## src/design/sasi_pkg.sv

```systemverilog
`default_nettype none
package sasi_pkg;

	// Defaults of the top-level parameters
	localparam int unsigned MAX_SEGMENTS_DEF = 4096;
	localparam int unsigned SINE_ITER_DEF    = 24;

	// Field widths
	localparam int unsigned ANGLE_W  = 32;
	localparam int unsigned COUNT_W  = 13;
	localparam int unsigned SUM_W    = 38;
	localparam int unsigned INTEG_W  = 45;
	localparam int unsigned SAMPLE_W = 25;
	localparam int unsigned FRAC_W   = 24;
	localparam int unsigned CORDIC_W = 34;
	localparam int unsigned PROD_W   = 47;

	// Small queue between the front and the sine pipeline
	localparam int unsigned QUEUE_DEPTH = 4;

	// Arithmetic constants
	localparam logic signed [50:0] PI_Q48      = 51'sh3243F6A8885A3;
	localparam logic [50:0]        HALF_PI_Q48 = 51'h1921FB54442D1;
	localparam logic signed [33:0] GAIN_Q30    = 34'sh026DD3B6A;
	localparam logic signed [15:0] RECIP_PI    = 16'sd20860;
	localparam logic [24:0]        ONE_Q24     = 25'h1000000;

	// Simpson weight of a sample
	typedef enum logic [1:0] {WT_ONE, WT_TWO, WT_FOUR} weight_t;

	// What a queue beat stands for
	typedef enum logic [1:0] {KIND_SAMPLE, KIND_REJECT, KIND_EMPTY} kind_t;

	typedef struct packed {
		kind_t   kind;
		weight_t weight;
		logic    last;
	} tag_t;

	typedef struct packed {
		logic [ANGLE_W-1:0] angle;
		tag_t               tag;
	} entry_t;

	// CORDIC arctangent table, Q.30
	function automatic logic [30:0] atan_q30(input int unsigned idx);
		logic [30:0] v;
		unique case (idx)
			0: v = 31'h3243F6A8;
			1: v = 31'h1DAC6705;
			2: v = 31'h0FADBAFC;
			3: v = 31'h07F56EA6;
			4: v = 31'h03FEAB76;
			5: v = 31'h01FFD55B;
			6: v = 31'h00FFFAAA;
			7: v = 31'h007FFF55;
			8: v = 31'h003FFFEA;
			9: v = 31'h001FFFFD;
			10: v = 31'h000FFFFF;
			11: v = 31'h0007FFFF;
			12: v = 31'h0003FFFF;
			13: v = 31'h0001FFFF;
			14: v = 31'h0000FFFF;
			15: v = 31'h00007FFF;
			16: v = 31'h00003FFF;
			17: v = 31'h00001FFF;
			18: v = 31'h00000FFF;
			19: v = 31'h000007FF;
			20: v = 31'h000003FF;
			21: v = 31'h000001FF;
			22: v = 31'h000000FF;
			23: v = 31'h0000007F;
			24: v = 31'h0000003F;
			25: v = 31'h0000001F;
			26: v = 31'h0000000F;
			27: v = 31'h00000008;
			default: v = '0;
		endcase
		return v;
	endfunction

endpackage
`default_nettype wire

```

## src/design/sasi_back.sv

```systemverilog
`default_nettype none
module sasi_back (
	input  wire logic                                 clk,
	input  wire logic                                 arst_n,
	input  wire logic                                 in_valid,
	input  sasi_pkg::tag_t                            in_tag,
	input  wire logic [sasi_pkg::SAMPLE_W-1:0]        in_sample,
	input  wire logic signed [sasi_pkg::ANGLE_W-1:0]  step,
	output logic                                      done,
	output logic [sasi_pkg::SUM_W-1:0]                weighted_sum,
	output logic [sasi_pkg::INTEG_W-1:0]              integral,
	output logic                                      status
);

	typedef enum logic [2:0] {BK_ACC, BK_MUL, BK_ADD, BK_DIV, BK_OUT} bk_state_t;

	// Reciprocal of three for an exact quotient of an 18-bit partial dividend
	localparam logic [19:0] RECIP3 = 20'd349526;

	bk_state_t                       state_q;
	logic [sasi_pkg::SUM_W-1:0]      sum_q;
	logic [45:0]                     phi_q;
	logic [55:0]                     plo_q;
	logic [sasi_pkg::PROD_W:0]       dvd_q;
	logic [1:0]                      rem_q;
	logic [1:0]                      cnt_q;
	logic                            done_q;
	logic [sasi_pkg::SUM_W-1:0]      wsum_q;
	logic [sasi_pkg::INTEG_W-1:0]    integ_q;
	logic                            status_q;

	logic [sasi_pkg::SUM_W-1:0]      wsample;
	logic [31:0]                     habs;
	logic [17:0]                     part;
	logic [37:0]                     pprod;
	logic [15:0]                     qdig;
	logic [1:0]                      rdig;
	logic [sasi_pkg::INTEG_W-1:0]    mag;

	// Scale the sample by its Simpson weight
	always_comb begin
		case (in_tag.weight)
			sasi_pkg::WT_FOUR: wsample = sasi_pkg::SUM_W'({in_sample, 2'b00});
			sasi_pkg::WT_TWO:  wsample = sasi_pkg::SUM_W'({in_sample, 1'b0});
			default:           wsample = sasi_pkg::SUM_W'(in_sample);
		endcase
	end

	assign habs = step[31] ? 32'(-step) : 32'(step);

	// One base 2^16 digit of the division by three: remainder and next 16 bits
	assign part  = {rem_q, dvd_q[sasi_pkg::PROD_W:sasi_pkg::PROD_W-15]};
	assign pprod = 38'(part) * 38'(RECIP3);
	assign qdig  = pprod[35:20];
	assign rdig  = 2'(part - 18'(qdig) * 18'd3);
	assign mag   = dvd_q[sasi_pkg::INTEG_W-1:0];

	// Accumulate, scale by the step, divide by three sixteen bits per cycle
	always_ff @(posedge clk or negedge arst_n) begin
		if (!arst_n) begin
			state_q <= BK_ACC;
			sum_q <= '0;
			done_q <= 1'b0;
			status_q <= 1'b0;
			wsum_q <= '0;
			integ_q <= '0;
			phi_q <= '0;
			plo_q <= '0;
			dvd_q <= '0;
			rem_q <= '0;
			cnt_q <= '0;
		end else begin
			done_q <= 1'b0;
			unique case (state_q)
				BK_ACC: begin
					if (in_valid) begin
						case (in_tag.kind)
							sasi_pkg::KIND_SAMPLE: begin
								sum_q <= sum_q + wsample;
								if (in_tag.last) begin
									state_q <= BK_MUL;
								end
							end
							sasi_pkg::KIND_REJECT: begin
								done_q <= 1'b1;
								status_q <= 1'b1;
								wsum_q <= '0;
								integ_q <= '0;
							end
							default: begin
								done_q <= 1'b1;
								status_q <= 1'b0;
								wsum_q <= '0;
								integ_q <= '0;
							end
						endcase
					end
				end
				BK_MUL: begin
					phi_q <= 46'(habs) * 46'(sum_q[sasi_pkg::SUM_W-1:sasi_pkg::FRAC_W]);
					plo_q <= 56'(habs) * 56'(sum_q[sasi_pkg::FRAC_W-1:0]);
					state_q <= BK_ADD;
				end
				BK_ADD: begin
					dvd_q <= (sasi_pkg::PROD_W+1)'(phi_q) +
						(sasi_pkg::PROD_W+1)'(plo_q[55:24]);
					rem_q <= '0;
					cnt_q <= '0;
					state_q <= BK_DIV;
				end
				BK_DIV: begin
					dvd_q <= {dvd_q[sasi_pkg::PROD_W-16:0], qdig};
					rem_q <= rdig;
					cnt_q <= cnt_q + 1'b1;
					if (cnt_q == 2'd2) begin
						state_q <= BK_OUT;
					end
				end
				BK_OUT: begin
					done_q <= 1'b1;
					status_q <= 1'b0;
					wsum_q <= sum_q;
					integ_q <= step[31] ? (sasi_pkg::INTEG_W'(0) - mag) : mag;
					sum_q <= '0;
					state_q <= BK_ACC;
				end
				default: state_q <= BK_ACC;
			endcase
		end
	end

	assign done = done_q;
	assign weighted_sum = wsum_q;
	assign integral = integ_q;
	assign status = status_q;

endmodule
`default_nettype wire

```

## config.mk

```make
export PLATFORM = sky130hd
export DESIGN_NAME = sasi_back
export DESIGN_NICKNAME = d
export VERILOG_FILES = /design/src/design/sasi_pkg.sv /design/src/design/sasi_back.sv
export SDC_FILE = /design/constraint.sdc
export NUM_CORES = 2
export LEC_CHECK = 0
export ABC_AREA = 1
export BUFFER_PORTS_ARGS = -buffer_cell sky130_fd_sc_hd__buf_2
export CAP_MARGIN = 40
export CORE_MARGIN = 5
export CORE_UTILIZATION = 60
export DETAILED_ROUTE_END_ITERATION = 16
export PLACE_DENSITY = 0.92
export SYNTH_ARGS = -nofsm -noshare
export SYNTH_HDL_FRONTEND = slang
export SYNTH_SLANG_ARGS = --single-unit
```

## constraint.sdc

```tcl
create_clock -name clk -period 6.4 [get_ports clk]
set_input_delay 0.96 -clock clk [delete_from_list [all_inputs] [get_ports clk]]
set_output_delay 0.96 -clock clk [all_outputs]
set_load 0.05 [all_outputs]
```

==> impl_metrics.py <==
metrics = {
    "status": {
        "status": "finished, violations left",
        "violated_checks": "setup timing",
    },
    "die": {
        "pin_count": 150,
        "horizontal_die_dimension_um": 333,
        "core_um2": 103000,
        "placementRows": 118,
        "die_h_um": 333,
        "initial_utilization_pct": 60.4,
        "dieArea_um2": 111000,
    },
    "critical_path": {
        "critical_path_arrival_ps": 8240,
        "crit_path_end_kind": "flop",
        "worst_ep_required_time_ps": 6910,
        "worst_path_largest_cell_delay_ps": 610,
        "worstSetupStartpointType": "input port",
        "path_class": "in2reg",
        "most_used_cell_along_the_critical_path": "sky130_fd_sc_hd__inv_2",
        "crit_fanout": 7,
        "critical-path-slowest-cell": "sky130_fd_sc_hd__fa_2",
    },
    "layout": {
        "finalNonFillerCells": 10484,
        "synthToLayoutAreaGrowth_pct": 25.3,
        "finalNetCount": 10775,
        "layout.core_utilization_pct": 75.7,
        "final_layout_size_suffix_gt1_share_pct": 23.1,
        "fillerInstances": 7225,
    },
    "detailed_routing": {
        "vias_per_cell": 6.11,
        "detail_route.wirelength.met1_um": 88700,
        "drt_wl_total_um": 267000,
        "highest_layer": "met5",
        "ant_nets": 0,
        "drt_iter0_drc": 8241,
        "detailroute.via_count": 64082,
        "detail_route.drc_violations": 0,
        "drt_pass1_iterations": 10,
        "dr_wl_met2_um": 110000,
        "detailroute.wirelength.met3_um": 41000,
        "wire_per_inst_um": 25.4,
    },
    "placed_design": {
        "worst_setup_timing_slack_at_the_placement_stage_ps": -2030,
        "place.detailed.hpwl_um": 208000,
        "dp.cells": 10270,
        "place_congestion": 1.06,
        "io_buffers": 149,
    },
    "global_route": {
        "grt_antenna_before_repair": 12,
        "via_count_of_the_first_global_routing_pass": 67410,
        "first_pass_grt_wire_length_um": 398000,
        "largest_net_degree_at_the_start_of_global_routing": 155,
        "grt_overflow_total": 0,
        "globalRouteTotalUtil_pct": 47.5,
    },
    "synth": {
        "mappedNetlistNets": 9942,
        "synth_top_flop_cell": "sky130_fd_sc_hd__dfrtp_1",
        "ys_seq_area_share_pct": 10.3,
        "synth.ff_latch_count": 256,
        "yosysMostFrequentCell": "sky130_fd_sc_hd__inv_1",
        "synthesis.instances": 8234,
        "async_reset_ff_share_pct": 100,
        "avgSynthCellArea_um2": 7.58,
        "synth_enable_flop_cells": 0,
        "syn_area_um2": 62400,
        "synth.top_cells.by_count": "1844 x sky130_fd_sc_hd__inv_1, 1684 x sky130_fd_sc_hd__nand2_1, 1126 x sky130_fd_sc_hd__fa_1, 1001 x sky130_fd_sc_hd__nor2_1, 517 x sky130_fd_sc_hd__ha_1",
        "post_synth_main_area_contributors": "sky130_fd_sc_hd__fa_1 36%, sky130_fd_sc_hd__inv_1 11%, sky130_fd_sc_hd__ha_1 10%, sky130_fd_sc_hd__dfrtp_1 10%, sky130_fd_sc_hd__nand2_1 10%",
        "post-synth-top-area-fraction_pct": 36.1,
        "yosys_warning_count": 0,
        "yosys.area.top_type": "sky130_fd_sc_hd__fa_1",
        "synth.distinct_cells": 63,
    },
    "timing": {
        "unrepaired_setup_endpoints_after_global_routing": "true",
        "max_slew_margin_pct": 32.8,
        "fmax_mhz": 129,
        "timing.final.ws_setup_ps": -1340,
        "fin_crit_ps": 7740,
        "final_hold_viol_count": 0,
        "max_slew.worst_pin.slew_ps": 1010,
        "period_share_pct": 121,
        "timing.final.setup_violations": 69,
        "finClkSkew_ps": 33.1,
        "report.final.slew_viol_count": 0,
    },
    "cts": {
        "cts.sink_count": 256,
        "h-tree-depth": 2,
        "clk_pin_slew_ps": 70,
        "cts_buffer_depth": 3,
        "tritoncts": "done",
        "cts_made_buffers": 36,
        "clkLatencyLatePin_ps": 630,
        "clock_tree.root_cell": "sky130_fd_sc_hd__clkbuf_16",
        "cts_stage_hold_buffer_count": 0,
    },
    "job": {
        "max_cap_viol_count": 0,
    },
    "min_path": {
        "worst_min_delay_path_category": "in2async",
    },
}
## cell type report
| cell class | instances | area [um^2] | area share, % |
|---|---|---|---|
| antenna | 9 | 22.5 | 0.0288 |
| clock buffer | 42 | 963 | 1.23 |
| clock inverter | 24 | 292 | 0.373 |
| inverter | 1877 | 7220 | 9.23 |
| multi-input combinational | 5806 | 52000 | 66.5 |
| sequential | 256 | 6410 | 8.19 |
| tap | 1380 | 1730 | 2.21 |
| timing repair buffer | 1088 | 9540 | 12.2 |
| timing repair inverter | 2 | 15.0 | 0.0192 |
## critical path, delay by kind of cell
| family | cells | cell delay (ps) |
|---|---|---|
| fa+ha+maj | 8 | 4100 |
| buf+inv | 11 | 1060 |
| simple gates | 16 | 2120 |
## repair_timing
| item | 4_1_cts | 5_1_grt |
|---|---|---|
| pin swaps | 447 | 179 |
| resized for setup | 891 | 227 |
| endpoints found under the setup margin | 69 | 71 |
| buffers inserted | 111 | 31 |
| cloned | 5 | 0 |
## cells by family (layout without fill, tap and decap cells)
group / Yosys count / count (layout) / synth area share (%)
simple gates: 3157 / 3158 / 20.5
buf+inv: 2173 / 3033 / 13.4
fa+ha+maj: 1643 / 1643 / 46.5
compound gates: 942 / 942 / 8.51
flops: 256 / 256 / 10.3
xor+xnor: 63 / 63 / 0.884
other cells: 0 / 9 / 0
## cells in the final DEF (no fill, tap or decap), drive strengths merged, types with 37 or more instances in the layout
cell type / instances
a21oi: 317
dfrtp: 256
nand2: 1700
fa: 1126
nor2: 1008
nand4: 51
clkbuf: 42
o22ai: 37
inv: 1861
o21ai: 398
ha: 517
nand3: 253
nor3: 73
buf: 1086
o21bai: 47
## per-layer routing
layer  GRT usage (%)  vias to the layer above
met4            33.9                        8
met3            19.3                     1803
met5           0.468                        -
met2            69.9                     5116
li1                -                    26529
met1            56.7                    30626
## per-stage QoR
stage / cell area (um^2) / TNS, ps / hold slack (ps)
3_3_place_gp: 71800 / -108770 / 459
5_1_grt: 78200 / -71340 / 295
6_report: 78200 / -56090 / 261
4_1_cts: 77100 / -40150 / 257
2_1_floorplan: 63800 / -31330 / 448
3_5_place_dp: 71800 / -116400 / 468
## path summary, 6_finish.rpt
| check | start | to | slack, ps | cells after the start |
|---|---|---|---|---|
| setup reg to reg | sum_q[23] | plo_q[51] | -570 | 23 |
| hold reg to reg | weighted_sum[37] | weighted_sum[37] | 490 | 2 |
| hold / removal | arst_n | sum_q[1] | 260 | 1 |
| setup / recovery | step[12] | plo_q[43] | -1340 | 35 |
| max in group asynchronous | arst_n | plo_q[38] | 4840 | 2 |
| min in group clk | weighted_sum[37] | weighted_sum[37] | 490 | 2 |
## registers in the layout (all words and copies together) (netlist names)
register	flops
phi_q	46
plo_q	32
done	1
cnt_q	2
status	1
state_q	3
weighted_sum	38
sum_q	38
rem_q	2
dvd_q	48
integral	45
Power is left out: the tool's default activity adds up to more than one toggle a clock period on the data nets, which glitch-free logic cannot reach.
