`src/design/sasi_pkg.sv`:
```
`default_nettype none
package sasi_pkg;

	// Defaults of the top-level parameters
	localparam int unsigned MAX_SEGMENTS_DEF = 4096;
	localparam int unsigned SINE_ITER_DEF    = 24;

	// Field widths
	localparam int unsigned ANGLE_W  = 32;
	localparam int unsigned COUNT_W  = 13;
	localparam int unsigned SUM_W    = 38;
	localparam int unsigned INTEG_W  = 45;
	localparam int unsigned SAMPLE_W = 25;
	localparam int unsigned FRAC_W   = 24;
	localparam int unsigned CORDIC_W = 34;
	localparam int unsigned PROD_W   = 47;

	// Small queue between the front and the sine pipeline
	localparam int unsigned QUEUE_DEPTH = 4;

	// Arithmetic constants
	localparam logic signed [50:0] PI_Q48      = 51'sh3243F6A8885A3;
	localparam logic [50:0]        HALF_PI_Q48 = 51'h1921FB54442D1;
	localparam logic signed [33:0] GAIN_Q30    = 34'sh026DD3B6A;
	localparam logic signed [15:0] RECIP_PI    = 16'sd20860;
	localparam logic [24:0]        ONE_Q24     = 25'h1000000;

	// Simpson weight of a sample
	typedef enum logic [1:0] {WT_ONE, WT_TWO, WT_FOUR} weight_t;

	// What a queue beat stands for
	typedef enum logic [1:0] {KIND_SAMPLE, KIND_REJECT, KIND_EMPTY} kind_t;

	typedef struct packed {
		kind_t   kind;
		weight_t weight;
		logic    last;
	} tag_t;

	typedef struct packed {
		logic [ANGLE_W-1:0] angle;
		tag_t               tag;
	} entry_t;

	// CORDIC arctangent table, Q.30
	function automatic logic [30:0] atan_q30(input int unsigned idx);
		logic [30:0] v;
		unique case (idx)
			0: v = 31'h3243F6A8;
			1: v = 31'h1DAC6705;
			2: v = 31'h0FADBAFC;
			3: v = 31'h07F56EA6;
			4: v = 31'h03FEAB76;
			5: v = 31'h01FFD55B;
			6: v = 31'h00FFFAAA;
			7: v = 31'h007FFF55;
			8: v = 31'h003FFFEA;
			9: v = 31'h001FFFFD;
			10: v = 31'h000FFFFF;
			11: v = 31'h0007FFFF;
			12: v = 31'h0003FFFF;
			13: v = 31'h0001FFFF;
			14: v = 31'h0000FFFF;
			15: v = 31'h00007FFF;
			16: v = 31'h00003FFF;
			17: v = 31'h00001FFF;
			18: v = 31'h00000FFF;
			19: v = 31'h000007FF;
			20: v = 31'h000003FF;
			21: v = 31'h000001FF;
			22: v = 31'h000000FF;
			23: v = 31'h0000007F;
			24: v = 31'h0000003F;
			25: v = 31'h0000001F;
			26: v = 31'h0000000F;
			27: v = 31'h00000008;
			default: v = '0;
		endcase
		return v;
	endfunction

endpackage
`default_nettype wire

```
`src/design/sasi_queue.sv`:
```
`default_nettype none
module sasi_queue (
	input  wire logic              clk,
	input  wire logic              arst_n,
	input  wire logic              push,
	input  sasi_pkg::entry_t       push_entry,
	output logic                   full,
	output logic                   pop_valid,
	output sasi_pkg::entry_t       pop_entry
);

	localparam int unsigned PTR_W = $clog2(sasi_pkg::QUEUE_DEPTH);

	sasi_pkg::entry_t   mem_q [0:sasi_pkg::QUEUE_DEPTH-1];
	logic [PTR_W-1:0]   wr_ptr_q;
	logic [PTR_W-1:0]   rd_ptr_q;
	logic [PTR_W:0]     count_q;
	logic               do_push;

	assign full = (count_q == (PTR_W+1)'(sasi_pkg::QUEUE_DEPTH));
	assign pop_valid = (count_q != '0);
	assign pop_entry = mem_q[rd_ptr_q];
	assign do_push = push && !full;

	// Storage; the sine pipeline drains one beat every cycle while the queue is not empty
	always_ff @(posedge clk) begin
		if (do_push) begin
			mem_q[wr_ptr_q] <= push_entry;
		end
	end

	// Pointers and fill count
	always_ff @(posedge clk or negedge arst_n) begin
		if (!arst_n) begin
			wr_ptr_q <= '0;
			rd_ptr_q <= '0;
			count_q <= '0;
		end else begin
			if (do_push) begin
				wr_ptr_q <= wr_ptr_q + 1'b1;
			end
			if (pop_valid) begin
				rd_ptr_q <= rd_ptr_q + 1'b1;
			end
			count_q <= count_q + (PTR_W+1)'(do_push) - (PTR_W+1)'(pop_valid);
		end
	end

endmodule
`default_nettype wire

```
`config.mk`:
```
export PLATFORM = sky130hd
export DESIGN_NAME = sasi_queue
export DESIGN_NICKNAME = d
export VERILOG_FILES = /design/src/design/sasi_pkg.sv /design/src/design/sasi_queue.sv
export SDC_FILE = /design/constraint.sdc
export NUM_CORES = 1
export LEC_CHECK = 0
export BUFFER_PORTS_ARGS = -buffer_cell sky130_fd_sc_hd__buf_2
export CORE_AREA = 2 2 103 205
export CTS_BUF_LIST = sky130_fd_sc_hd__clkbuf_4
export CTS_CLUSTER_DIAMETER = 100
export DETAILED_ROUTE_END_ITERATION = 16
export DIE_AREA = 0 0 105 207
export PLACE_DENSITY = 0.45
export REMOVE_ABC_BUFFERS = 1
export SLEW_MARGIN = 20
export SYNTH_ARGS = -nofsm -noshare
export SYNTH_HDL_FRONTEND = slang
export SYNTH_SLANG_ARGS = --single-unit
export TNS_END_PERCENT = 20
```
`constraint.sdc`:
```
create_clock -name clk -period 3.9 [get_ports clk]
set_input_delay 0.39 -clock clk [delete_from_list [all_inputs] [get_ports clk]]
set_output_delay 0.39 -clock clk [all_outputs]
set_load 0.005 [all_outputs]
```
==> impl_metrics.yaml, run 1 <==
synthesis:
  async_reset_ff_share_pct: 4.52
  post_synth.cell_area_avg_um2: 24.9
  yosys-top-cells-count: "148 x sky130_fd_sc_hd__edfxtp_1, 37 x sky130_fd_sc_hd__mux4_2, 7 x sky130_fd_sc_hd__dfrtp_1"
  yosys.cell_types.count: 20
  post_synth_inst_count: 232
  yosysWarningCount: 0
  synth_largest_area_cell: "sky130_fd_sc_hd__edfxtp_1"
  ys_top_cells_by_area: "sky130_fd_sc_hd__edfxtp_1 77%, sky130_fd_sc_hd__mux4_2 14%, sky130_fd_sc_hd__dfrtp_1 3.0%"
  netlist_area_um2: 5790
  synth.ff_latch_count: 155
  synth-edff-count: 148
  synth.yosys.seq_area_share_pct: 79.8
  synth_ff_type: "sky130_fd_sc_hd__edfxtp_1"
  synth_top_area_share_pct: 76.8
  synthMostInstantiatedCell: "sky130_fd_sc_hd__edfxtp_1"
timing:
  final.setup.tns_ps: 0
  finClkSkew_ps: 13.7
  finalHoldViolCount: 0
  max_clock_freq_mhz: 350
  fin_ws_ps: 1050
  finalSetupViolations: 0
  rsz0062_at_grt: "false"
  drv_slew: 0
  final.period_utilization_pct: 73.2
  tightestPinTransition_ps: 1050
  period_needed_ps: 2850
  slew_headroom_pct: 29.7
detailed_routing:
  avgRoutedWirePerCell_um: 17.7
  ant_nets: 0
  drc_errors: 0
  route.vias.total: 2595
  detailedRoute.firstPassIterationCount: 5
  avgViaCountPerCell: 4.30
  drt-total-wl_mm: 10.7
  first_iter_violations: 71
min_path:
  holdCritPathClass: "in2reg"
  worstHoldStart: "push_entry[35]"
global_routing:
  first_global_vias: 2962
  globalRouteTotalUtil_pct: 10.2
  grt_first_pass_wirelength_mm: 16.4
  number_of_antenna_violations_at_the_first_check_in_global_routing: 2
  gr-total-overflow: 0
  maximum_number_of_pins_on_one_net_before_global_route_repair: 39
floorplan:
  fp.dieW_um: 105
  floorplan.die_area_um2: 21700
  design.portCount: 79
  initial_utilization_pct: 28.7
  placeableCoreArea_um2: 20200
  num_rows: 74
  die_h_um: 207
critical_path:
  critical_path_class: "reg2out"
  nature_of_the_critical_path_startpoint: "flop"
  cp-startpoint: "rd_ptr_q[0]"
  cp_max_fo: 23
  regToRegStartpoint: "count_q[1]"
  critical_path.endpoint_type: "primary output"
  required_ps: 3510
  critPathArrivalTime_ps: 2460
clock_network:
  post_cts_resize_count: 0
  clk_path_buf_depth: 2
  cts.clk_slew.worst_paths_ps: 140
  cts_tree: "yes"
  worst_skew_pair.late_latency_ps: 500
  cts_inserted_buffers: 17
  cts_setup_buffers: 0
  cts.htree.levels: 4
  ctsRootBufferMaster: "sky130_fd_sc_hd__clkbuf_4"
  numClockSinks: 155
  number_of_buffers_inserted_by_hold_repair_at_cts: 1
placed_design:
  dp.final_hpwl_mm: 6.40
  place.port_buffers: 78
  gp_congestion: 0.661
  placement.setup.worst_slack_ps: 1520
power:
  power.density_cell_area_nw_per_um2: 688
  ir_drop_mv: 0.400
  lkg_pwr_nw: 2.27
layout:
  final.fill_count: 1999
  num-nets-final: 371
  layout_cell_share_with_drive_strength_beyond_1_pct: 46.0
  finalCoreUtilization_pct: 33.5
  areaGrowthSynthToFinish_pct: 16.8
run:
  max_cap_viol_count: 0
run_status:
  run_status: "finished, final reports clean"
[power breakdown]
part           leakage (nW)  switching, W  internal (W)
Sequential             1.44      0.000263       0.00220
Clock                 0.143      0.000572      0.000329
Combinational         0.687      0.000580      0.000700
Total                  2.27       0.00142       0.00323
[registers in the layout, summed over array words and instances (netlist names)]
name      cells
wr_ptr_q      2
rd_ptr_q      2
count_q       3
mem_q       148
[placed cells by master, fill, tap and decap left out, types with 2 or more instances in the layout]
cell type                      n
sky130_fd_sc_hd__edfxtp_1    148
sky130_fd_sc_hd__buf_2        78
sky130_fd_sc_hd__mux4_2       37
sky130_fd_sc_hd__clkbuf_4     17
sky130_fd_sc_hd__ha_1          6
sky130_fd_sc_hd__inv_1         5
sky130_fd_sc_hd__inv_6         5
sky130_fd_sc_hd__dfrtp_1       5
sky130_fd_sc_hd__nand2b_1      4
sky130_fd_sc_hd__xnor2_1       3
sky130_fd_sc_hd__and3b_2       3
sky130_fd_sc_hd__clkinv_4      3
sky130_fd_sc_hd__nand4bb_1     2
sky130_fd_sc_hd__o211ai_1      2
sky130_fd_sc_hd__clkinv_2      2
sky130_fd_sc_hd__clkinvlp_4    2
sky130_fd_sc_hd__buf_4         2
sky130_fd_sc_hd__dfrtp_2       2
[worst paths after layout]
path,end,slack (ps),cells past startpoint
min reg2reg,count_q[0],640,1
min,mem_q[3][35],90,1
max reg2reg,count_q[2],1560,9
max,pop_entry[24],1050,3
max in group asynchronous,rd_ptr_q[0],3500,2
min in group asynchronous,count_q[1],240,2
[critical path, cell delays in order (launching register included)]
cell                      delay (ps)
sky130_fd_sc_hd__dfrtp_2         910
sky130_fd_sc_hd__buf_4           370
sky130_fd_sc_hd__mux4_2          540
sky130_fd_sc_hd__buf_2           140
[area by class of cell]
class	instances	area [um2]	share of cell area, %
Antenna cell	1	2.50	0.0370
Timing Repair Buffer	81	415	6.15
Clock buffer	17	128	1.89
Multi-Input combinational cell	64	1100	16.3
Inverter	5	18.8	0.278
Tap cell	266	333	4.93
Sequential cell	155	4620	68.4
Clock inverter	15	140	2.07
[through the flow]
stage / cell area, um2 / cells / total power [W] / hold slack [ps]
6_report: 6760 / 604 / 0.00465 / 86.0
5_1_grt: 6760 / 604 / 0.00494 / 15.0
4_1_cts: 6750 / 603 / 0.00476 / 29.7
3_5_place_dp: 6470 / 570 / 0.00385 / 230
3_3_place_gp: 6470 / 570 / 0.00380 / 230
2_1_floorplan: 5730 / 224 / 0.00323 / 94.4
[cell families (layout without fill, tap and decap cells)]
logic type | after synthesis | in the layout | synth area share, %
AOI/OAI and AO/OA | 3 | 3 | 0.389
muxes | 37 | 37 | 14.4
DFF | 155 | 155 | 79.8
and+or+nand+nor | 13 | 13 | 1.82
buffers and inverters | 13 | 118 | 1.30
xor gates and xnor gates | 4 | 4 | 0.606
adders and majority gates | 7 | 7 | 1.64
other | 0 | 1 | 0
[metal layers]
layer,vias to the layer above,track usage (%),part of all wire [%]
met4,2,3.59,1.1
met3,9,3.46,4.9
met1,1347,11.1,41
met5,-,0,0.066
li1,1162,-,-
met2,75,18.2,53
Note: power is estimated with default switching activity, not from simulation.
==> run 2, diff against run 1 <==
--- a/config.mk
+++ b/config.mk
@@ -11,7 +11,7 @@
 export CTS_CLUSTER_DIAMETER = 100
 export DETAILED_ROUTE_END_ITERATION = 16
 export DIE_AREA = 0 0 105 207
-export PLACE_DENSITY = 0.45
+export PLACE_DENSITY = 0.47
 export REMOVE_ABC_BUFFERS = 1
 export SLEW_MARGIN = 20
 export SYNTH_ARGS = -nofsm -noshare
==> constraint.sdc (replaced) <==
create_clock -name clk -period 2.4 [get_ports clk]
set_input_delay 0.24 -clock clk [delete_from_list [all_inputs] [get_ports clk]]
set_output_delay 0.24 -clock clk [all_outputs]
set_load 0.005 [all_outputs]
==> impl_metrics.yaml, run 2 (same netlist as run 1, synthesis figures left out) <==
run_status:
  run_status: "finished, final reports clean"
layout:
  largest_register_ff_count: 148
  areaGrowthSynthToFinish_pct: 24.9
  layout_cell_share_with_drive_strength_beyond_1_pct: 42.2
  final_cell_area_um2: 7230
  largest_register: "mem_q"
  final.fill_count: 1976
  most-common-layout-cells: "148 x sky130_fd_sc_hd__edfxtp_1, 78 x sky130_fd_sc_hd__buf_2, 39 x sky130_fd_sc_hd__dlygate4sd3_1"
  num-nets-final: 418
  largestRegisters: "mem_q x148, count_q x3"
  layout_commonest_cell: "sky130_fd_sc_hd__edfxtp_1"
timing:
  rsz0062_at_grt: "false"
  max_clock_freq_mhz: 457
  drv_slew: 0
  finClkSkew_ps: 19.5
  min_hold_slack_ps: 99.1
  final.period_utilization_pct: 91.1
  finalSetupViolations: 0
  period_needed_ps: 2190
  final.setup.tns_ps: 0
  slew_headroom_pct: 76.7
  tightestPinTransition_ps: 350
  finalHoldViolCount: 0
detailed_routing:
  route.vias.total: 2801
  drc_errors: 0
  drt-total-wl_mm: 10.7
  avgRoutedWirePerCell_um: 16.5
  first_iter_violations: 100
  detailedRoute.firstPassIterationCount: 4
  ant_nets: 0
  avgViaCountPerCell: 4.30
critical_path:
  critical_path_class: "reg2reg"
  crit-reg2reg-capture: "count_q[2]"
  required_ps: 2830
  regToRegStartpoint: "count_q[0]"
  critPathCapture: "count_q[2]"
  r2r_cells: 8
  critPathArrivalTime_ps: 2620
  reg2reg_slack_ps: 210
  critical_path.endpoint_type: "flop"
  cp-startpoint: "count_q[0]"
  cp_max_fo: 6
  nature_of_the_critical_path_startpoint: "flop"
global_routing:
  gr-total-overflow: 0
  maximum_number_of_pins_on_one_net_before_global_route_repair: 33
  grtUsageMet3_pct: 2.93
  number_of_antenna_violations_at_the_first_check_in_global_routing: 1
  grt_first_pass_wirelength_mm: 16.9
  grt_use_met2_pct: 17.6
  globalRouteTotalUtil_pct: 10.4
  first_global_vias: 3098
  grt_use_met1_pct: 12.1
  grt_busiest_layer: "met2"
clock_network:
  numClockSinks: 155
  cts.htree.levels: 4
  cts.clk_slew.worst_paths_ps: 120
  cts_tree: "yes"
  cts_setup_buffers: 0
  clk_path_buf_depth: 2
  cts_inserted_buffers: 17
  worst_skew_pair.late_latency_ps: 520
  ctsRootBufferMaster: "sky130_fd_sc_hd__clkbuf_4"
placed_design:
  dp.final_hpwl_mm: 6.72
  gp_congestion: 0.669
  detailed_place.area_um2: 6580
  place.port_buffers: 78
floorplan:
  initial_utilization_pct: 28.7
  floorplan.die_area_um2: 21700
  design.portCount: 79
  die_h_um: 207
  num_rows: 74
  placeableCoreArea_um2: 20200
  fp.dieW_um: 105
run:
  max_cap_viol_count: 0
min_path:
  holdCritPathClass: "in2async"
power:
  ir_drop_mv: 0.418
  lkg_pwr_nw: 2.47
  power.density_cell_area_nw_per_um2: 1050
==> run 2: cell count changes in the layout (fill, tap and decap cells not counted), moves of 2 or more <==
cell,before,now
sky130_fd_sc_hd__buf_12,0,3
sky130_fd_sc_hd__buf_4,2,7
sky130_fd_sc_hd__clkbuf_4,17,20
sky130_fd_sc_hd__clkinv_1,1,3
sky130_fd_sc_hd__dlygate4sd3_1,1,39
sky130_fd_sc_hd__inv_6,5,1
==> run 2: repair_timing <==
action,in CTS,in global routing
setup endpoints to repair,0,17
resized for setup,0,1
hold endpoints to repair,156,0
hold buffers,39,0
==> run 2: final cells by class <==
cell class | instances | area, um2 | share of cell area [%]
repair buffers | 128 | 905 | 12.5
diodes | 1 | 2.50 | 0.0346
flip-flops and latches | 155 | 4620 | 64.0
multi-input cells | 64 | 1100 | 15.2
clock buffers | 20 | 150 | 2.08
well taps | 266 | 333 | 4.61
clock inverters | 12 | 100 | 1.39
inverters | 5 | 18.8 | 0.260
==> run 2: routing by layer <==
metal	wire, um	up-vias
li1	-	1265
met1	4320	1430
met2	5700	93
met3	557	13
met4	170	0
met5	0	-
==> run 2: per-stage QoR <==
step                      total power, W  utilization [%]  setup WS (ps)  instances
after floorplan                  0.00524                -           -100        224
after global routing             0.00809             35.8           73.5        651
after global placement           0.00625             32.6            330        579
after detailed placement         0.00634             32.6            203        579
after CTS                        0.00778             35.8           14.8        650
final                            0.00761             35.8            213        651
==> run 2: how the worst min path moves through the flow <==
stage / to / slack (ps) / cells past startpoint / from
2_1_floorplan: count_q[0] / -60 / 0 / arst_n
3_3_place_gp: count_q[0] / 80 / 1 / arst_n
3_5_place_dp: count_q[1] / 90 / 1 / arst_n
4_1_cts: wr_ptr_q[1] / 60 / 2 / arst_n
5_1_grt: wr_ptr_q[0] / 60 / 2 / arst_n
6_report: wr_ptr_q[1] / 100 / 2 / arst_n
==> run 2: power breakdown <==
part	switching [W]	total (W)	internal, W
Combinational	0.00124	0.00252	0.00127
Sequential	0.000153	0.00372	0.00357
Clock	0.000835	0.00137	0.000540
==> run 2: worst max-delay path, cell delays in order (launching register included) <==
cell and delay [ps]:
sky130_fd_sc_hd__dfrtp_1 450, sky130_fd_sc_hd__or3_1 430, sky130_fd_sc_hd__ha_1 300, sky130_fd_sc_hd__inv_1 60, sky130_fd_sc_hd__ha_1 140, sky130_fd_sc_hd__inv_1 50, sky130_fd_sc_hd__fa_1 370, sky130_fd_sc_hd__xnor2_1 180
sky130_fd_sc_hd__xnor2_1 130
