**config.mk**
```make
export PLATFORM = sky130hd
export DESIGN_NAME = sasi_front
export DESIGN_NICKNAME = d
export VERILOG_FILES = /design/src/design/sasi_pkg.sv /design/src/design/sasi_front.sv
export SDC_FILE = /design/constraint.sdc
export NUM_CORES = 1
export LEC_CHECK = 0
export ABC_AREA = 1
export BUFFER_PORTS_ARGS = -buffer_cell sky130_fd_sc_hd__buf_4
export CORE_UTILIZATION = 50
export CTS_CLUSTER_DIAMETER = 150
export CTS_CLUSTER_SIZE = 20
export DETAILED_ROUTE_END_ITERATION = 8
export GPL_TIMING_DRIVEN = 0
export MAX_ROUTING_LAYER = met4
export PLACE_DENSITY = 0.78
export SLEW_MARGIN = 20
export SYNTH_ARGS = -nofsm -noshare
export SYNTH_HDL_FRONTEND = slang
export SYNTH_SLANG_ARGS = --single-unit
```
**constraint.sdc**
```tcl
create_clock -name clk -period 2.4 [get_ports clk]
set_clock_uncertainty 0.1 [all_clocks]
set_input_delay 0.48 -clock clk [delete_from_list [all_inputs] [get_ports clk]]
set_output_delay 0.48 -clock clk [all_outputs]
set_load 0.005 [all_outputs]
```
**src/design/sasi_pkg.sv**
```systemverilog
`default_nettype none
package sasi_pkg;

	// Defaults of the top-level parameters
	localparam int unsigned MAX_SEGMENTS_DEF = 4096;
	localparam int unsigned SINE_ITER_DEF    = 24;

	// Field widths
	localparam int unsigned ANGLE_W  = 32;
	localparam int unsigned COUNT_W  = 13;
	localparam int unsigned SUM_W    = 38;
	localparam int unsigned INTEG_W  = 45;
	localparam int unsigned SAMPLE_W = 25;
	localparam int unsigned FRAC_W   = 24;
	localparam int unsigned CORDIC_W = 34;
	localparam int unsigned PROD_W   = 47;

	// Small queue between the front and the sine pipeline
	localparam int unsigned QUEUE_DEPTH = 4;

	// Arithmetic constants
	localparam logic signed [50:0] PI_Q48      = 51'sh3243F6A8885A3;
	localparam logic [50:0]        HALF_PI_Q48 = 51'h1921FB54442D1;
	localparam logic signed [33:0] GAIN_Q30    = 34'sh026DD3B6A;
	localparam logic signed [15:0] RECIP_PI    = 16'sd20860;
	localparam logic [24:0]        ONE_Q24     = 25'h1000000;

	// Simpson weight of a sample
	typedef enum logic [1:0] {WT_ONE, WT_TWO, WT_FOUR} weight_t;

	// What a queue beat stands for
	typedef enum logic [1:0] {KIND_SAMPLE, KIND_REJECT, KIND_EMPTY} kind_t;

	typedef struct packed {
		kind_t   kind;
		weight_t weight;
		logic    last;
	} tag_t;

	typedef struct packed {
		logic [ANGLE_W-1:0] angle;
		tag_t               tag;
	} entry_t;

	// CORDIC arctangent table, Q.30
	function automatic logic [30:0] atan_q30(input int unsigned idx);
		logic [30:0] v;
		unique case (idx)
			0: v = 31'h3243F6A8;
			1: v = 31'h1DAC6705;
			2: v = 31'h0FADBAFC;
			3: v = 31'h07F56EA6;
			4: v = 31'h03FEAB76;
			5: v = 31'h01FFD55B;
			6: v = 31'h00FFFAAA;
			7: v = 31'h007FFF55;
			8: v = 31'h003FFFEA;
			9: v = 31'h001FFFFD;
			10: v = 31'h000FFFFF;
			11: v = 31'h0007FFFF;
			12: v = 31'h0003FFFF;
			13: v = 31'h0001FFFF;
			14: v = 31'h0000FFFF;
			15: v = 31'h00007FFF;
			16: v = 31'h00003FFF;
			17: v = 31'h00001FFF;
			18: v = 31'h00000FFF;
			19: v = 31'h000007FF;
			20: v = 31'h000003FF;
			21: v = 31'h000001FF;
			22: v = 31'h000000FF;
			23: v = 31'h0000007F;
			24: v = 31'h0000003F;
			25: v = 31'h0000001F;
			26: v = 31'h0000000F;
			27: v = 31'h00000008;
			default: v = '0;
		endcase
		return v;
	endfunction

endpackage
`default_nettype wire

```
**src/design/sasi_front.sv**
```systemverilog
`default_nettype none
module sasi_front #(
	parameter int unsigned MAX_SEGMENTS = sasi_pkg::MAX_SEGMENTS_DEF
) (
	input  wire logic                                 clk,
	input  wire logic                                 arst_n,
	input  wire logic                                 accept,
	input  wire logic signed [sasi_pkg::ANGLE_W-1:0]  lower_limit,
	input  wire logic signed [sasi_pkg::ANGLE_W-1:0]  step_size,
	input  wire logic        [sasi_pkg::COUNT_W-1:0]  segment_count,
	input  wire logic                                 full,
	output logic                                      push,
	output sasi_pkg::entry_t                          entry,
	output logic signed [sasi_pkg::ANGLE_W-1:0]       step
);

	typedef enum logic [1:0] {FE_IDLE, FE_GEN, FE_ONE} fe_state_t;

	fe_state_t                        state_q;
	logic [sasi_pkg::ANGLE_W-1:0]     angle_q;
	logic [sasi_pkg::COUNT_W-1:0]     idx_q;
	logic [sasi_pkg::COUNT_W-1:0]     n_q;
	logic signed [sasi_pkg::ANGLE_W-1:0] step_q;
	sasi_pkg::kind_t                  kind_q;
	logic                             is_last;
	logic                             bad;

	assign bad = segment_count[0] || (segment_count > sasi_pkg::COUNT_W'(MAX_SEGMENTS));
	assign is_last = (idx_q == n_q);
	assign push = (state_q != FE_IDLE) && !full;
	assign step = step_q;

	// Build the beat for the current sample or the single classification beat
	always_comb begin
		entry.angle = angle_q;
		entry.tag.kind = (state_q == FE_GEN) ? sasi_pkg::KIND_SAMPLE : kind_q;
		entry.tag.last = is_last || (state_q != FE_GEN);
		if (idx_q == '0 || is_last) begin
			entry.tag.weight = sasi_pkg::WT_ONE;
		end else if (idx_q[0]) begin
			entry.tag.weight = sasi_pkg::WT_FOUR;
		end else begin
			entry.tag.weight = sasi_pkg::WT_TWO;
		end
	end

	// Request classification and angle stepping
	always_ff @(posedge clk or negedge arst_n) begin
		if (!arst_n) begin
			state_q <= FE_IDLE;
			angle_q <= '0;
			idx_q <= '0;
			n_q <= '0;
			step_q <= '0;
			kind_q <= sasi_pkg::KIND_REJECT;
		end else begin
			unique case (state_q)
				FE_IDLE: begin
					if (accept) begin
						step_q <= step_size;
						angle_q <= lower_limit;
						idx_q <= '0;
						n_q <= segment_count;
						if (bad) begin
							kind_q <= sasi_pkg::KIND_REJECT;
							state_q <= FE_ONE;
						end else if (segment_count == '0) begin
							kind_q <= sasi_pkg::KIND_EMPTY;
							state_q <= FE_ONE;
						end else begin
							state_q <= FE_GEN;
						end
					end
				end
				FE_GEN: begin
					if (push) begin
						angle_q <= angle_q + step_q;
						idx_q <= idx_q + 1'b1;
						if (is_last) begin
							state_q <= FE_IDLE;
						end
					end
				end
				FE_ONE: begin
					if (push) begin
						state_q <= FE_IDLE;
					end
				end
				default: state_q <= FE_IDLE;
			endcase
		end
	end

endmodule
`default_nettype wire

```
==> flow_summary.toml, run 1 <==
[logic_synthesis]
synth-seq-cells = 94
synth.net_count = 1155
synth.distinct_cells = 36
ys_top_cells_by_count = "426 x nand2_1, 144 x inv_1, 99 x nor2_1"
yosys.area.top_type_share = 0.350
async_reset_ff_frac = 1.00
synth_flop_cell = "dfrtp_1"
syn_area_um2 = 6650
synth_area_leaders = "dfrtp_1 35%, nand2_1 24%, inv_1 8.1%"
yosysMostFrequentCell = "nand2_1"
synthCells = 1040
yosys_warnings = 0
syn_avg_cell_area_um2 = 6.39
ys_seq_area_frac = 0.354
synth_top_area_cell = "dfrtp_1"
synth_edf_count = 0

[routing]
viasPerCell = 5.02
wl_um = 19000
final_antenna_net_count = 0
dr.first_iter.drc_count = 450
drtPass1Iterations = 5
wl_per_cell_um = 13.8
vias = 6905
drc_errors = 0

[setup_path]
critPathKind = "register to primary output"
worst-path-max-fanout = 4
crit_path_end_kind = "primary output"
cp-start-kind = "register"
cp.depth = 7
worst-path-buf-inv = 1
cp_data_required_time_ps = 1820
reg2regPathDepth = 12
worst_path_max_delay_cell = "dfrtp_1"
max_stage_delay_ps = 440
cpLargestDelayFamily = "simple AND/OR/NAND/NOR gates"
crit_chain = "xnor2_1 > nand3_1 > nor3_1 > nand3_1 > o41ai_2 > nor2_1 > buf_4"
crit_top_cell = "nand3_1"
cp.arrival_ps = 1720

[clock_tree]
insertion_delay_ps = 360
cts_root_buf = "clkbuf_16"
cts.sink_count = 94
cts_tree = "yes"
clk_pin_slew_ps = 70
clock_path_buffers = 2
cts_inserted_buffers = 9
htreeDepth = 3

[grt]
track_usage = 0.300
grt_max_degree = 95
grt_overflow = 0
grt_pass1_wl_um = 30100
grt_pass1_vias = 6157
antenna_found_initial = 0

[cells_and_area]
drive_gt1_frac = 0.163
layout-area-overhead-vs-synth_pct = 25.3
fin_nets = 1314
fillCellCount = 1224
final_cells = 1376
antenna_cells = 0

[sta]
worstMarginPinSlew_ps = 855
setup_violations = 0
relSlewSlack = 0.430
rsz0062_at_grt = "false"
final_max_slew_viol_count = 0
post-route-min-period_ps = 2300
fmax_mhz = 435
hold_violations = 0
tns_ps = 0
fin_crit_sh = 0.958

[floorplanning]
dieArea_um2 = 13800
pin_count = 151
fp.coreArea_um2 = 12800
start_util = 0.520
rows = 41
die_x_um = 117
fp.dieH_um = 117

[place]
dp_hpwl_um = 14800
dp.cells = 1362
gp_congestion = 0.936
portBuffers = 150

[flow_run]
drv_cap = 0

[pwr]
p_leak_nw = 4.73
total_power_w = 0.0123
ir_worst_vdd_mv = 0.656
powerDensity_nw_per_um2 = 1480

[hold_path]
hold_path_class = "input port to async pin"

[outcome]
run_status = "complete, no violations"
==> path summary, 6_finish.rpt <==
kind                              start     endpoint  slack, ps
max reg2reg                  angle_q[0]  angle_q[24]        130
max in group asynchronous        arst_n     step[13]       1510
max                            idx_q[3]     entry[2]        100
min in group clk           step_size[7]      step[7]        210
min reg2reg                      n_q[6]       n_q[6]        390
min                              arst_n       n_q[7]        120
==> power breakdown <==
part | switching [W] | internal [W] | total, W
logic | 0.00478 | 0.00303 | 0.00781
clock network | 0.000636 | 0.000919 | 0.00155
registers | 0.000685 | 0.00228 | 0.00297
total | 0.00610 | 0.00623 | 0.0123
==> layer usage <==
metal,global-route usage,up-vias,wire [um]
li1,-,3549,-
met1,0.417,3122,9110
met2,0.451,208,8380
met3,0.0407,26,1170
met4,0.0987,0,348
met5,-,-,0
==> worst register-to-register path, cell delays in order (launching register included) <==
cell     delay, ps
dfrtp_1        410
ha_1           250
fa_2           400
nand3_1         90
nand3_1        150
nand2_1        110
nand2_1        120
nand3_1        130
nand3_1         90
nand2_1         70
nand3_1        100
nand2_1         90
nand2_1         50
==> cell usage in the layout, fill, tap and decap left out, types with 2 or more instances in the layout <==
master and n:
nand4_1 9, ha_1 32, o21bai_1 3, inv_1 141, o31ai_1 2, nand2_2 3
nor2_2 4, nand3_2 2, buf_2 7, xnor2_1 12, nand2_1 425, buf_1 4
nand3_1 60, nor3_1 7, clkbuf_1 12, buf_4 149, clkbuf_16 9, and2_1 2
o21ai_0 27, clkinv_2 2, clkbuf_8 4, o21ai_1 2, a31oi_1 2, o21a_1 3
dfrtp_1 93, inv_2 7, a21oi_1 62, o22ai_1 2, xor2_1 6, nor2_1 98
==> timing repair <==
item,4_1_cts,5_1_grt
setup endpoints to repair,4,11
resized for setup,3,7
setup buffers,0,0
hold buffers,0,0
pin swaps,0,1
==> through the flow <==
| step | worst slack [ps] | utilization | hold slack [ps] | area [um2] |
|---|---|---|---|---|
| after detailed placement | 51.1 | 0.626 | 383 | 7990 |
| after CTS | 36.0 | 0.651 | 152 | 8320 |
| after floorplan | 406 | - | 84.4 | 6650 |
| final | 101 | 0.652 | 120 | 8330 |
| after global routing | 6.60 | 0.652 | 204 | 8330 |
| after global placement | 79.9 | 0.625 | 376 | 7990 |
==> registers in the layout (all words and copies together) (netlist names) <==
name	flops
state_q	2
kind_q	2
idx_q	13
angle_q	32
step	32
n_q	13
==> final cells by class <==
class                           instances  area (um2)  share of cell area
Buffer                                 23        95.1              0.0114
Clock buffer                           13         280              0.0337
Clock inverter                          3        40.0             0.00481
Inverter                              148         556              0.0667
Multi-Input combinational cell        773        3660               0.439
Sequential cell                        94        2350               0.283
Tap cell                              172         215              0.0258
Timing Repair Buffer                  150        1130               0.136
==> cell families (layout without fill, tap and decap cells) <==
| kind of cell | Yosys count | count (layout) | synth area share |
|---|---|---|---|
| fa+ha+maj | 34 | 34 | 0.0651 |
| simple gates | 615 | 615 | 0.373 |
| xor+xnor | 18 | 18 | 0.0237 |
| flops | 94 | 94 | 0.354 |
| compound gates | 106 | 106 | 0.0855 |
| buf+inv | 173 | 337 | 0.0989 |
Power figures use the tool's default switching activity.
==> inputs of run 2 (changes only) <==
ABC_AREA = default   (was 1)
PLACE_DENSITY = 0.79   (was 0.78)
SLEW_MARGIN = default   (was 20)
==> run 2 against run 1 <==
Against the previous run: the run now ends with negative setup slack left; sequential power fell by 1%; via count decreased by 14%; sequential share of layout area rose by 1.6 points; critical path depth increased by 4; power grew 4.5%.
==> flow_summary.toml, run 2 <==
[cells_and_area]
antenna_cells = 0
fillCellCount = 873
layout_common_cells = "191 x nand2_1, 173 x buf_4, 92 x dfrtp_1, 58 x nor2_1, 55 x a21oi_1"
fin_nets = 1009
final_core_util = 0.712
seq_area_um2 = 2350
multi_input_area_um2 = 3480
drive_gt1_frac = 0.276
fin_area_um2 = 7890
layout-area-overhead-vs-synth_pct = 35.8
mostFrequentLayoutCell = "nand2_1"

[clock_tree]
cts.sink_count = 94
clock_path_buffers = 2
cts_tree = "yes"
cts_inserted_buffers = 9
htreeDepth = 3
insertion_delay_ps = 350
clk_pin_slew_ps = 70
cts_root_buf = "clkbuf_16"
holdBufCountCts = 0

[sta]
fin_crit_sh = 1.22
layout_setup_ws_ps = -538
whs_ps = 212
worstMarginPinSlew_ps = 1200
rsz0062_at_grt = "true"
fmax_mhz = 340
final_max_slew_viol_count = 0
post-route-min-period_ps = 2940
hold_violations = 0
setup_violations = 16
relSlewSlack = 0.199

[logic_synthesis]
yosysMostFrequentCell = "nand2_1"
synth_area_leaders = "dfrtp_1 40%, nand2_1 12%, ha_1 7.1%"
synth_top_area_cell = "dfrtp_1"
ys_seq_area_frac = 0.405
synth.net_count = 830
yosys_warnings = 0
synth.distinct_cells = 47
synth_edf_count = 0
async_reset_ff_frac = 1.00
ys_top_cells_by_count = "193 x nand2_1, 93 x dfrtp_1, 61 x a21oi_1"
synth_flop_cell = "dfrtp_1"
yosys.area.top_type_share = 0.401
syn_area_um2 = 5810
synth-seq-cells = 94
syn_avg_cell_area_um2 = 8.12
synthCells = 715

[floorplanning]
start_util = 0.524
fp.dieH_um = 110
pin_count = 151
dieArea_um2 = 12000
die_x_um = 110
fp.coreArea_um2 = 11100
rows = 38

[hold_path]
min_from = "step_size[3]"
whs_endpoint = "step[3]"
hold_path_class = "input port to register"
hold_depth = 3

[pwr]
p_switching_w = 0.00574
internal_power_w = 0.00714
p_comb_frac = 0.641
ir_worst_vdd_mv = 0.962
total_power_w = 0.0129
powerDensity_nw_per_um2 = 1630
clockPowerShare = 0.131
netSwitchingFraction = 0.446
p_leak_nw = 3.90
seqPwrFrac = 0.227

[routing]
drc_errors = 0
vias = 5946
wl_per_cell_um = 17.0
drtPass1Iterations = 5
final_antenna_net_count = 0
viasPerCell = 5.72
dr.first_iter.drc_count = 459
wl_um = 17600

[setup_path]
max_stage_delay_ps = 390
critPathKind = "register to register"
cp.arrival_ps = 3080
r2r_end = "angle_q[28]"
regToRegStartpoint = "angle_q[0]"
crit_chain = "ha_2 > fa_2 > a21o_1 > nand4_1 > a31oi_4 > a311oi_2 > o21ai_1 > a31o_2 > a221oi_2 > mux2i_1 > nand3_1"
cp_data_required_time_ps = 2540
cp-start-kind = "register"
worst-path-max-fanout = 3
reg2regPathDepth = 11
crit_path_end_kind = "register"
worst_path_max_delay_cell = "dfrtp_1"
rrSetupSlack_ps = -540

[grt]
track_usage = 0.304
grt_most_used_layer = "met2"
gr-usage-met1 = 0.370
antenna_found_initial = 0
globalRouteMet3Util = 0.0445
grt_overflow = 0
met2_usage = 0.504
grt_max_degree = 95
grt_pass1_vias = 5724
grt_pass1_wl_um = 27200

[outcome]
run_status = "complete, but fails checks"
violations = "negative setup slack"

[place]
gp_congestion = 0.898
dp_hpwl_um = 12300
place_ws_ps = -514
portBuffers = 150
dpl-instance-area_um2 = 7150

[flow_run]
drv_cap = 0
[run 2: cell types whose count changed after synthesis, sizes merged, moves of 12 or more]
cell    previous run  this run
a21o               1        17
nand3             62        15
nand2            428       193
clkbuf            14        38
inv              148         8
nor2             103        58
o21ai             29        42
xor2               6        27
xnor2             12        24
[run 2: what timing repair did]
| item | in CTS | in global routing |
|---|---|---|
| pin swaps | 24 | 18 |
| endpoints found under the setup margin | 29 | 59 |
| gates resized for setup | 28 | 38 |
| buffers inserted | 17 | 10 |
[run 2: area by class of cell]
type,count,share of cell area
multi-input cells,570,0.442
flip-flops and latches,94,0.299
repair buffers,177,0.170
clock buffers,13,0.0330
well taps,140,0.0222
plain buffers,34,0.0187
clock inverters,3,0.0114
inverters,8,0.00381
[run 2: logic make-up after synthesis]
kind of cell    count (synthesis)  synth area share
compound gates                161             0.170
fa+ha+maj                      34            0.0746
xor+xnor                       51            0.0769
flops                          94             0.405
simple gates                  321             0.234
mux                             3           0.00517
buf+inv                        51            0.0343
[run 2: worst max-delay path by stage]
stage | from | to | cells after the start
final | angle_q[0] | angle_q[28] | 11
after global placement | angle_q[0] | angle_q[28] | 11
after CTS | angle_q[0] | angle_q[28] | 11
after floorplan | step[11] | angle_q[30] | 11
after global routing | angle_q[0] | angle_q[28] | 11
after detailed placement | angle_q[0] | angle_q[28] | 11
[run 2: worst max-delay path: cells and delay by family (launching register included)]
kind	cells	cell delay, ps
compound gates	6	1320
fa+ha+maj	2	550
flops	1	390
simple gates	2	240
mux	1	240
[run 2: power groups by stage]
stage	registers (W)	logic, W	clock network, W
floorplan	0.00283	0.00476	0
global placement	0.00290	0.00671	0
detailed placement	0.00293	0.00693	0
CTS	0.00289	0.00764	0.00169
global route	0.00301	0.00898	0.00176
finish	0.00293	0.00827	0.00169
[run 2: through the flow]
step | TNS (ps) | instances
final | -4640 | 1039
after global routing | -7250 | 1039
after detailed placement | -7560 | 1005
after CTS | -3100 | 1031
after global placement | -6320 | 1005
after floorplan | -829 | 715
[run 2: per-layer routing]
metal / vias up / routed length, um / part of all wire
li1: 2804 / - / -
met3: 41 / 1350 / 0.076
met1: 2827 / 7370 / 0.42
met2: 274 / 8460 / 0.48
met4: 0 / 441 / 0.025
met5: - / 0 / 0
==> inputs of run 3 (changes only) <==
CAP_MARGIN = 25   (was default)
CTS_BUF_LIST = sky130_fd_sc_hd__clkbuf_8 sky130_fd_sc_hd__clkbuf_16   (was default)
==> run 3 against run 2 <==
Against the previous run: the run still ends with negative setup slack left; maximum frequency increased by 0.52%; worst hold slack got worse by 2.0 ps; cell area rose by 0.49%; critical endpoint unchanged; power is 3.5% lower; core utilization is 0.35 points higher; critical path depth unchanged; via count is 0.24% higher; largest cell class unchanged.
==> flow_summary.toml, run 3 (synthesis results as in run 2) <==
[routing]
wl_um = 17300
drtPass1Iterations = 5
vias = 5960
dr.first_iter.drc_count = 422
drc_errors = 0
viasPerCell = 5.72
final_antenna_net_count = 0
wl_per_cell_um = 16.6

[hold_path]
hold_depth = 3
whs_endpoint = "step[0]"
min_from = "step_size[0]"
hold_path_class = "input port to register"

[sta]
setup_violations = 14
fmax_mhz = 342
rsz0062_at_grt = "true"
post-route-min-period_ps = 2920
layout_setup_ws_ps = -523
hold_violations = 0
final_max_slew_viol_count = 0
fin_crit_sh = 1.22
relSlewSlack = 0.594
whs_ps = 210
worstMarginPinSlew_ps = 609

[setup_path]
worst-path-max-fanout = 3
crit_path_start = "angle_q[0]"
reg2regPathDepth = 11
crit_chain = "ha_2 > fa_2 > a21o_1 > nand4_1 > a31oi_4 > a311oi_2 > o21ai_2 > a31o_2 > a221oi_2 > mux2i_1 > nand3_1"
critPathKind = "register to register"
cp_data_required_time_ps = 2530
r2r_end = "angle_q[28]"
worst-path-buf-inv = 0
rrSetupSlack_ps = -520
cp.arrival_ps = 3060
crit_path_end_kind = "register"
worst_path_max_delay_cell = "dfrtp_1"
max_stage_delay_ps = 400
regToRegStartpoint = "angle_q[0]"
cpLargestDelayFamily = "compound AO/OA/AOI/OAI gates"
cp-start-kind = "register"

[floorplanning]
die_x_um = 110
start_util = 0.524
rows = 38
dieArea_um2 = 12000
pin_count = 151
fp.dieH_um = 110
fp.coreArea_um2 = 11100

[pwr]
p_leak_nw = 3.93
ir_worst_vdd_mv = 0.810
powerDensity_nw_per_um2 = 1570
total_power_w = 0.0124

[cells_and_area]
fin_area_um2 = 7930
fin_nets = 1012
drive_gt1_frac = 0.287
layout_common_cells = "193 x nand2_1, 177 x buf_4, 86 x dfrtp_1, 56 x nor2_1, 55 x a21oi_1"
antenna_cells = 0
layout-area-overhead-vs-synth_pct = 36.5
final_cells = 1042
mostFrequentLayoutCell = "nand2_1"

[place]
dp.cells = 1006
portBuffers = 150
gp_congestion = 0.898
dp_hpwl_um = 12400
dpl-instance-area_um2 = 7180

[grt]
grt_pass1_vias = 5702
grt_overflow = 0
antenna_found_initial = 0
grt_pass1_wl_um = 27000
track_usage = 0.302
grt_max_degree = 66

[clock_tree]
cts.sink_count = 94
cts_root_buf = "clkbuf_16"
cts_tree = "yes"
clk_pin_slew_ps = 70
clock_path_buffers = 2
htreeDepth = 3
insertion_delay_ps = 360
cts_inserted_buffers = 9

[outcome]
run_status = "complete, but fails checks"
violations = "negative setup slack"

[flow_run]
drv_cap = 0
## run 3: final cells by class
cell class | instances | area, um2
flip-flops and latches | 94 | 2360
clock buffers | 9 | 225
repair buffers | 182 | 1400
inverters | 8 | 30.0
plain buffers | 32 | 141
fillers | 830 | 3150
multi-input cells | 570 | 3530
clock inverters | 7 | 57.6
well taps | 140 | 175
## run 3: how the worst max path moves through the flow
stage	endpoint	slack (ps)	cells past startpoint
after floorplan	angle_q[30]	-280	11
after global placement	angle_q[28]	-500	11
after detailed placement	angle_q[28]	-530	11
after CTS	angle_q[28]	-520	11
after global routing	angle_q[28]	-630	11
final	angle_q[28]	-520	11
## run 3: timing repair
action,4_1_cts,5_1_grt
buffers inserted,14,17
gates resized for setup,24,54
setup endpoints to repair,29,48
pin swaps,15,20
hold endpoints to repair,29,0
hold buffers,1,0
## run 3: power by group
| part | internal, W | switching, W |
|---|---|---|
| combinational | 0.00375 | 0.00433 |
| clock | 0.000793 | 0.000622 |
| sequential | 0.00227 | 0.000686 |
| total | 0.00681 | 0.00563 |
## run 3: stage by stage
step           setup TNS [ps]  setup WS, ps   util
6_report                -3860          -523  0.715
2_1_floorplan            -829          -279      -
3_5_place_dp            -7480          -530  0.648
3_3_place_gp            -6320          -496  0.645
5_1_grt                 -6060          -634  0.715
4_1_cts                 -2550          -520  0.690
## run 3: worst min-delay path, cell delays in order
cell and delay, ps:
buf_4 80, nand2_1 40, nand2_1 40
## run 3: per-layer routing
| metal | GRT usage | wire (um) | vias to the layer above |
|---|---|---|---|
| li1 | - | - | 2814 |
| met1 | 0.371 | 7390 | 2861 |
| met2 | 0.490 | 8300 | 238 |
| met3 | 0.0439 | 1080 | 47 |
| met4 | 0.146 | 537 | 0 |
| met5 | - | 0 | - |
